**config.mk**
```make
export PLATFORM = sky130hd
export DESIGN_NAME = cc20_front
export DESIGN_NICKNAME = d
export VERILOG_FILES = /design/src/cc20_pkg.sv /design/src/cc20_front.sv
export SDC_FILE = /design/constraint.sdc
export NUM_CORES = 1
export LEC_CHECK = 0
export ABC_AREA = 1
export BUFFER_PORTS_ARGS = -buffer_cell sky130_fd_sc_hd__buf_2
export CAP_MARGIN = 25
export CORE_MARGIN = 1
export CORE_UTILIZATION = 50
export CTS_BUF_LIST = sky130_fd_sc_hd__clkbuf_16
export DETAILED_ROUTE_END_ITERATION = 10
export PLACE_DENSITY = 0.72
export SLEW_MARGIN = 20
export SYNTH_ARGS = -nofsm -noshare
export SYNTH_HDL_FRONTEND = slang
export SYNTH_SLANG_ARGS = --single-unit
```
**constraint.sdc**
```tcl
create_clock -name clk -period 2.5 [get_ports clk]
set_input_delay 0.125 -clock clk [delete_from_list [all_inputs] [get_ports clk]]
set_output_delay 0.125 -clock clk [all_outputs]
set_load 0.01 [all_outputs]
```
**src/cc20_pkg.sv**
```systemverilog
// Shared types, constants and round functions for the ChaCha20 stream XOR block.
package cc20_pkg;

    localparam int QDEPTH = 4;
    localparam int QPTR_W = 2;
    localparam int CFG_IDX_W = 3;

    localparam logic [CFG_IDX_W-1:0] CFG_KEY_LO    = 3'd0;
    localparam logic [CFG_IDX_W-1:0] CFG_KEY_MIDLO = 3'd1;
    localparam logic [CFG_IDX_W-1:0] CFG_KEY_MIDHI = 3'd2;
    localparam logic [CFG_IDX_W-1:0] CFG_KEY_HI    = 3'd3;
    localparam logic [CFG_IDX_W-1:0] CFG_NONCE     = 3'd4;

    localparam logic [31:0] SIGMA0 = 32'h6170_7865;
    localparam logic [31:0] SIGMA1 = 32'h3320_646e;
    localparam logic [31:0] SIGMA2 = 32'h7962_2d32;
    localparam logic [31:0] SIGMA3 = 32'h6b20_6574;

    typedef logic [15:0][31:0] words_t;

    typedef struct packed {
        logic [63:0] key_lo;
        logic [63:0] key_midlo;
        logic [63:0] key_midhi;
        logic [63:0] key_hi;
        logic [63:0] nonce;
    } cfg_t;

    typedef struct packed {
        logic [7:0] msg_byte;
        logic       msg_last;
    } item_t;

    typedef struct packed {
        logic  valid;
        item_t item;
    } q_status_t;

    typedef struct packed {
        logic        start;
        logic [63:0] counter;
    } gen_req_t;

    typedef struct packed {
        logic   done;
        words_t block;
    } gen_rsp_t;

    function automatic words_t cc_init(cfg_t cfg, logic [63:0] counter);
        words_t w;
        w[0]  = SIGMA0;
        w[1]  = SIGMA1;
        w[2]  = SIGMA2;
        w[3]  = SIGMA3;
        w[4]  = cfg.key_lo[31:0];
        w[5]  = cfg.key_lo[63:32];
        w[6]  = cfg.key_midlo[31:0];
        w[7]  = cfg.key_midlo[63:32];
        w[8]  = cfg.key_midhi[31:0];
        w[9]  = cfg.key_midhi[63:32];
        w[10] = cfg.key_hi[31:0];
        w[11] = cfg.key_hi[63:32];
        w[12] = counter[31:0];
        w[13] = counter[63:32];
        w[14] = cfg.nonce[31:0];
        w[15] = cfg.nonce[63:32];
        return w;
    endfunction

    // One quarter-round step (one add, xor, rotate) on all four lanes;
    // diag selects the diagonal index pattern.
    function automatic words_t cc_step(words_t w, logic [1:0] step, logic diag);
        words_t     r;
        logic [1:0] li;
        logic [3:0] ia;
        logic [3:0] ib;
        logic [3:0] ic;
        logic [3:0] id;
        logic [31:0] s;
        logic [31:0] x;
        r = w;
        for (int i = 0; i < 4; i++)
        begin
            li = 2'(i);
            ia = {2'b00, li};
            ib = {2'b01, li + {1'b0, diag}};
            ic = {2'b10, li + {diag, 1'b0}};
            id = {2'b11, li + {diag, diag}};
            case (step)
                2'd0:
                begin
                    s = w[ia] + w[ib];
                    x = w[id] ^ s;
                    r[ia] = s;
                    r[id] = {x[15:0], x[31:16]};
                end
                2'd1:
                begin
                    s = w[ic] + w[id];
                    x = w[ib] ^ s;
                    r[ic] = s;
                    r[ib] = {x[19:0], x[31:20]};
                end
                2'd2:
                begin
                    s = w[ia] + w[ib];
                    x = w[id] ^ s;
                    r[ia] = s;
                    r[id] = {x[23:0], x[31:24]};
                end
                default:
                begin
                    s = w[ic] + w[id];
                    x = w[ib] ^ s;
                    r[ic] = s;
                    r[ib] = {x[24:0], x[31:25]};
                end
            endcase
        end
        return r;
    endfunction

endpackage

```
**src/cc20_front.sv**
```systemverilog
// Input side: accepts message words into a short queue ahead of the keystream back end.
module cc20_front
    import cc20_pkg::*;
(
    input  logic       clk,
    input  logic       rst_n,
    input  logic       in_valid,
    output logic       in_ready,
    input  logic [7:0] msg_byte,
    input  logic       msg_last,
    output q_status_t  q_status,
    input  logic       q_pop
);

    item_t             mem_reg [QDEPTH];
    logic [QPTR_W-1:0] wr_ptr_reg;
    logic [QPTR_W-1:0] rd_ptr_reg;
    logic [QPTR_W:0]   count_reg;
    logic [QPTR_W:0]   count_next;
    logic              push;

    assign in_ready = (count_reg != (QPTR_W+1)'(QDEPTH));
    assign push     = in_valid && in_ready;

    assign count_next = count_reg + (QPTR_W+1)'(push) - (QPTR_W+1)'(q_pop);

    always_ff @(posedge clk)
    begin
        if (push)
        begin
            mem_reg[wr_ptr_reg] <= '{msg_byte: msg_byte, msg_last: msg_last};
        end
    end

    always_ff @(posedge clk or negedge rst_n)
    begin
        if (!rst_n)
        begin
            wr_ptr_reg <= '0;
            rd_ptr_reg <= '0;
            count_reg  <= '0;
        end
        else
        begin
            if (push)
            begin
                wr_ptr_reg <= wr_ptr_reg + 1'b1;
            end
            if (q_pop)
            begin
                rd_ptr_reg <= rd_ptr_reg + 1'b1;
            end
            count_reg <= count_next;
        end
    end

    assign q_status.valid = (count_reg != '0);
    assign q_status.item  = mem_reg[rd_ptr_reg];

endmodule

```
# --- Yosys cells after proc, flatten, opt, wreduce, memory -nomap -nowiden ---
# Memories as Yosys holds them, arrays and structs flattened.
# Index checks and enable logic that the tools add are counted.
classes:
  addsub: 4
  eq_ne: 1
  muxes: 2
  reduce_logical: 2
ops:
  columns: ["op", "n"]
  rows:
  - ["2-bit by 1-bit adder with 2-bit output, second input constant", 2]
  - ["3-bit by 1-bit adder with 3-bit output", 1]
  - ["3-bit != test, second input constant", 1]
  - ["3-bit nonzero test", 1]
  - ["3-bit by 1-bit subtractor with 3-bit output", 1]
  - ["1-bit 2-to-1 mux", 2]
  - ["1-bit logical AND", 1]
totals:
  ff_bits: 7
  ram_bits: 36
  output_inout_bits: 11
  wordCells: 13
  mem_count: 1
mem_list:
  columns: ["memory", "depth", "word_bits", "read_ports", "rd_clocked_by_memory_dff", "write_ports", "line_no", "text"]
  rows:
  - ["mem_reg", 4, 9, 1, 0, 1, "cc20_front.sv:15", "item_t mem_reg [QDEPTH];"]

# --- Depth between registers and ports, before layout ---
depth:
  ltp_word: 4
  mapped_depth: 11
  mapped_depth_nobuf: 11

# --- Least setup slack after synthesis ---
# No wires, ideal clock.
synth_path:
  kind: "register -> register"
  start: "register count_reg[1]"
  end: "register count_reg[2]"
  setup_time_ps: 117
  arrival_ps: 1686
  required_ps: 2383
  setup_slack_ps: 697
  stages_incl_launch_ff: 11
  n_path_buf: 0
  path_cell_list: "dfrtp_1 -> nor2_2 -> nand2_2 -> nand2_4 -> ha_1 -> inv_1 -> ha_1 -> inv_1 -> fa_1 -> nand3_1 -> nand2_1"
synth_between:
  elab_chain_cells: 4
synth_lines:
  columns: ["element", "line_no", "text"]
  rows:
  - ["from (decl)", "cc20_front.sv:18", "logic [QPTR_W:0] count_reg;"]
  - ["from (signal assigned)", "cc20_front.sv:53", "count_reg <= count_next;"]
  - ["3-bit != test", "cc20_front.sv:22", "assign in_ready = (count_reg != (QPTR_W+1)'(QDEPTH));"]
  - ["net in_ready", "cc20_front.sv:8", "output logic in_ready,"]
  - ["1-bit logical AND", "cc20_front.sv:23", "assign push = in_valid && in_ready;"]
  - ["3-bit by 1-bit adder with 3-bit output", "cc20_front.sv:25", "assign count_next = count_reg + (QPTR_W+1)'(push) - (QPTR_W+1)'(q_pop);"]
  - ["3-bit by 1-bit subtractor with 3-bit output", "cc20_front.sv:25", null]
  - ["net count_next[2]", "cc20_front.sv:19", "logic [QPTR_W:0] count_next;"]
# The timed path passes the listed nets, and every way through them passes these cells.
# A chain may end at the register's enable or synchronous reset.

# --- Worst setup path in the final report ---
layout_path:
  start: "register count_reg[1]"
  end: "register count_reg[2]"
layout_between:
  elab_chain_cells: 4
layout_lines:
  columns: ["element", "line_no"]
  rows:
  - ["3-bit != test", "cc20_front.sv:22"]
  - ["1-bit logical AND", "cc20_front.sv:23"]
  - ["3-bit by 1-bit adder with 3-bit output (*)", "cc20_front.sv:25"]
  - ["3-bit by 1-bit subtractor with 3-bit output (*)", "cc20_front.sv:25"]
  - ["net count_next[2]", "cc20_front.sv:19"]
# The timed path passes the listed nets; every way through them passes the cells marked *.

==> out/metrics.json <==
{
  "routing": {
    "detail_route.vias_per_cell": 4.88,
    "wl_met1_um": 1300,
    "post-route-drc-count": 0,
    "highest_layer": "met4",
    "met3_wirelength_um": 112,
    "drt-total-wl_um": 3160,
    "dr_wl_met2_um": 1660,
    "initialDrtViolationCount": 43,
    "routed-via-count": 1142,
    "ant_nets": 0,
    "number_of_detailed_routing_iterations_run_before_antenna_repair": 4,
    "wl_per_cell_um": 13.5
  },
  "critical_path": {
    "rr_endpoint": "count_reg[2]$_DFF_PN0_",
    "crit_path_capture_type": "flop",
    "reg2reg_from": "count_reg[1]$_DFF_PN0_",
    "timing.critical_path.fanout_max": 7,
    "cp_cell_sequence": "nor2_2, nand2_2, nand2_4, ha_1, inv_1, ha_1, inv_1, fa_1, nand3_1, nand2_1",
    "worst-path-buf-inv": 2,
    "setup.worst_path.start_class": "flop",
    "worst-setup-path-type": "reg2reg",
    "cp.arrival_ns": 2.12,
    "crit_path_leading_delay_family": "adder cells",
    "reg2reg_setup_slack_ns": 0.55,
    "ff2ff_path_depth": 10,
    "cp_data_required_time_ns": 2.67,
    "crit_path_top_delay_cell": "sky130_fd_sc_hd__dfrtp_1",
    "slowest_delay_ns": 0.44
  },
  "cts": {
    "cts_max_path_buffers": 2,
    "cts-resized-gates": 0,
    "cts_hold_fix_bufs": 1,
    "cts_setup_buffers": 0,
    "cts_tree": "built",
    "cts_made_buffers": 5,
    "cts.sinks": 43,
    "clk_root_buffer_cell": "sky130_fd_sc_hd__clkbuf_16",
    "ctsHtreeMaxLevel": 2,
    "path_clk_slew_ns": 0.06,
    "clk-insertion-delay-late_ns": 0.28
  },
  "worst_hold_path": {
    "worst_hold_startpoint": "msg_byte[4]",
    "worstHoldPathType": "in2reg",
    "worst_hold_path.num_cells": 1,
    "hold_path_end": "mem_reg[0][5]$_DFFE_PP_"
  },
  "global_routing": {
    "grt_start_max_net_pins": 39,
    "grt_antenna_before_repair": 0,
    "grt_use_total_pct": 17.8,
    "overflow": 0,
    "grt_first_pass_wirelength_um": 5180,
    "first_global_vias": 1117
  },
  "sta": {
    "setup_tns_ns": 0,
    "rsz_0062_raised_after_global_routing": "no",
    "period_utilization_post_route_pct": 78.1,
    "hold_viol": 0,
    "tightest_slew_ns": 0.469,
    "clk_skew_ns": 0.00335,
    "max_freq_mhz": 512,
    "slew_headroom_pct": 68.7,
    "hold_slack_ns": 0.0545,
    "final_max_slew_viol_count": 0,
    "report.final.setup_viol": 0,
    "post-route-min-period_ns": 1.95
  },
  "layout": {
    "largest_register_ffs": 36,
    "antenna-diode-count": 0,
    "final_nets": 205,
    "drive_gt1_share_pct": 26.3,
    "nFillCells": 299,
    "final_common_cell": "sky130_fd_sc_hd__nand2_1",
    "multiInputGateArea_um2": 494,
    "sequential_cell_area_mm2": 0.00126,
    "layout.cells.most_common_list": "sky130_fd_sc_hd__nand2_1 (38), sky130_fd_sc_hd__edfxtp_1 (36), sky130_fd_sc_hd__inv_1 (30)",
    "stdcell_area_mm2": 0.00226,
    "area_growth_syn_to_layout_pct": 17.2
  },
  "die": {
    "die_h_um": 64.1,
    "die-width_um": 64.1,
    "overall_die_area_mm2": 0.00411,
    "core_outline_area_mm2": 0.00369,
    "rows": 22,
    "io_pins": 24,
    "floorplan.initialDensity_pct": 52.2
  },
  "placement": {
    "dp.final_hpwl_um": 2090,
    "buffer_ports.inserted": 23,
    "globalplace.congestion": 0.703,
    "placed_cell_area_mm2": 0.00208
  },
  "synth": {
    "synth_seq_area_share_pct": 65.2,
    "synthesis.area_mm2": 0.00193,
    "yosysWarnings": 0,
    "syn_nets": 174,
    "synth_cell_types": 19,
    "post_synth_inst_count": 154,
    "synth.avg_cell_area_um2": 12.5,
    "synth.ff_latch_count": 43
  },
  "pwr": {
    "power-per-cell-area_mw_per_mm2": 1200,
    "total_leakage_power_uw": 0.000997,
    "irDropWorstVdd_mv": 0.648
  },
  "run": {
    "drv_cap": 0
  },
  "run_status": {
    "status": "complete, no violations"
  }
}
==> stage by stage <==
step | util [%] | worst slack (ns) | cells | power (uW)
2_1_floorplan | - | 0.697 | 154 | 1790
3_3_place_gp | 56.5 | 0.693 | 225 | 1980
4_1_cts | 61.2 | 0.540 | 234 | 2750
6_report | 61.2 | 0.547 | 234 | 2720
5_1_grt | 61.2 | 0.430 | 234 | 2900
3_5_place_dp | 56.5 | 0.576 | 225 | 2030
==> layer usage <==
layer  vias up  global-route usage [%]
li1        568                       -
met1       544                    19.4
met2        22                    31.5
met3         8                    3.93
met4         0                    10.2
met5         -                       0
==> layout make-up <==
| type | instances | share of cell area, % |
|---|---|---|
| Sequential cell | 43 | 55.6 |
| Multi-Input combinational cell | 75 | 21.9 |
| Timing Repair Buffer | 29 | 7.20 |
| Clock buffer | 5 | 5.54 |
| Inverter | 31 | 5.37 |
| Tap cell | 48 | 2.66 |
| Clock inverter | 3 | 1.72 |
==> power breakdown <==
part           total, uW  switching [uW]  internal, uW
combinational        932             574           358
sequential          1070             109           965
clock                712             247           465
total               2720             930          1790
==> how the worst max path moves through the flow <==
stage,start,end,slack (ns),depth (start not counted)
2_1_floorplan,count_reg[1]$_DFF_PN0_,count_reg[2]$_DFF_PN0_,0.70,10
3_3_place_gp,count_reg[1]$_DFF_PN0_,count_reg[2]$_DFF_PN0_,0.69,10
3_5_place_dp,count_reg[1]$_DFF_PN0_,count_reg[2]$_DFF_PN0_,0.58,10
4_1_cts,count_reg[1]$_DFF_PN0_,count_reg[2]$_DFF_PN0_,0.54,10
5_1_grt,count_reg[1]$_DFF_PN0_,count_reg[2]$_DFF_PN0_,0.43,10
6_report,count_reg[1]$_DFF_PN0_,count_reg[2]$_DFF_PN0_,0.55,10
==> cells by family after synthesis <==
| kind of cell | count (synthesis) | synth area share (%) |
|---|---|---|
| simple gates | 48 | 10.2 |
| flops | 43 | 65.2 |
| buf+inv | 36 | 9.16 |
| compound gates | 18 | 9.61 |
| fa+ha+maj | 7 | 4.94 |
| xor+xnor | 2 | 0.909 |
==> synthesized netlist by cell type <==
library cell               count  area share (%)
sky130_fd_sc_hd__fa_1          1             1.0
sky130_fd_sc_hd__dfrtp_1       7             9.1
sky130_fd_sc_hd__buf_2         1            0.26
sky130_fd_sc_hd__inv_1        30             5.8
sky130_fd_sc_hd__buf_12        1             1.0
sky130_fd_sc_hd__edfxtp_1     36              56
sky130_fd_sc_hd__buf_4         1            0.39
sky130_fd_sc_hd__o211ai_1      8             3.1
sky130_fd_sc_hd__nand2_4       1            0.58
sky130_fd_sc_hd__inv_6         1            0.45
sky130_fd_sc_hd__o211ai_2     10             6.5
sky130_fd_sc_hd__nor2_1        4            0.78
sky130_fd_sc_hd__nand3_1       3            0.78
sky130_fd_sc_hd__nand2_2       1            0.32
sky130_fd_sc_hd__xor2_1        2            0.91
sky130_fd_sc_hd__nand2_1      38             7.4
sky130_fd_sc_hd__nor2_2        1            0.32
sky130_fd_sc_hd__ha_1          6             3.9
sky130_fd_sc_hd__buf_6         2             1.2
No activity file was read; power rests on OpenSTA's default activity.
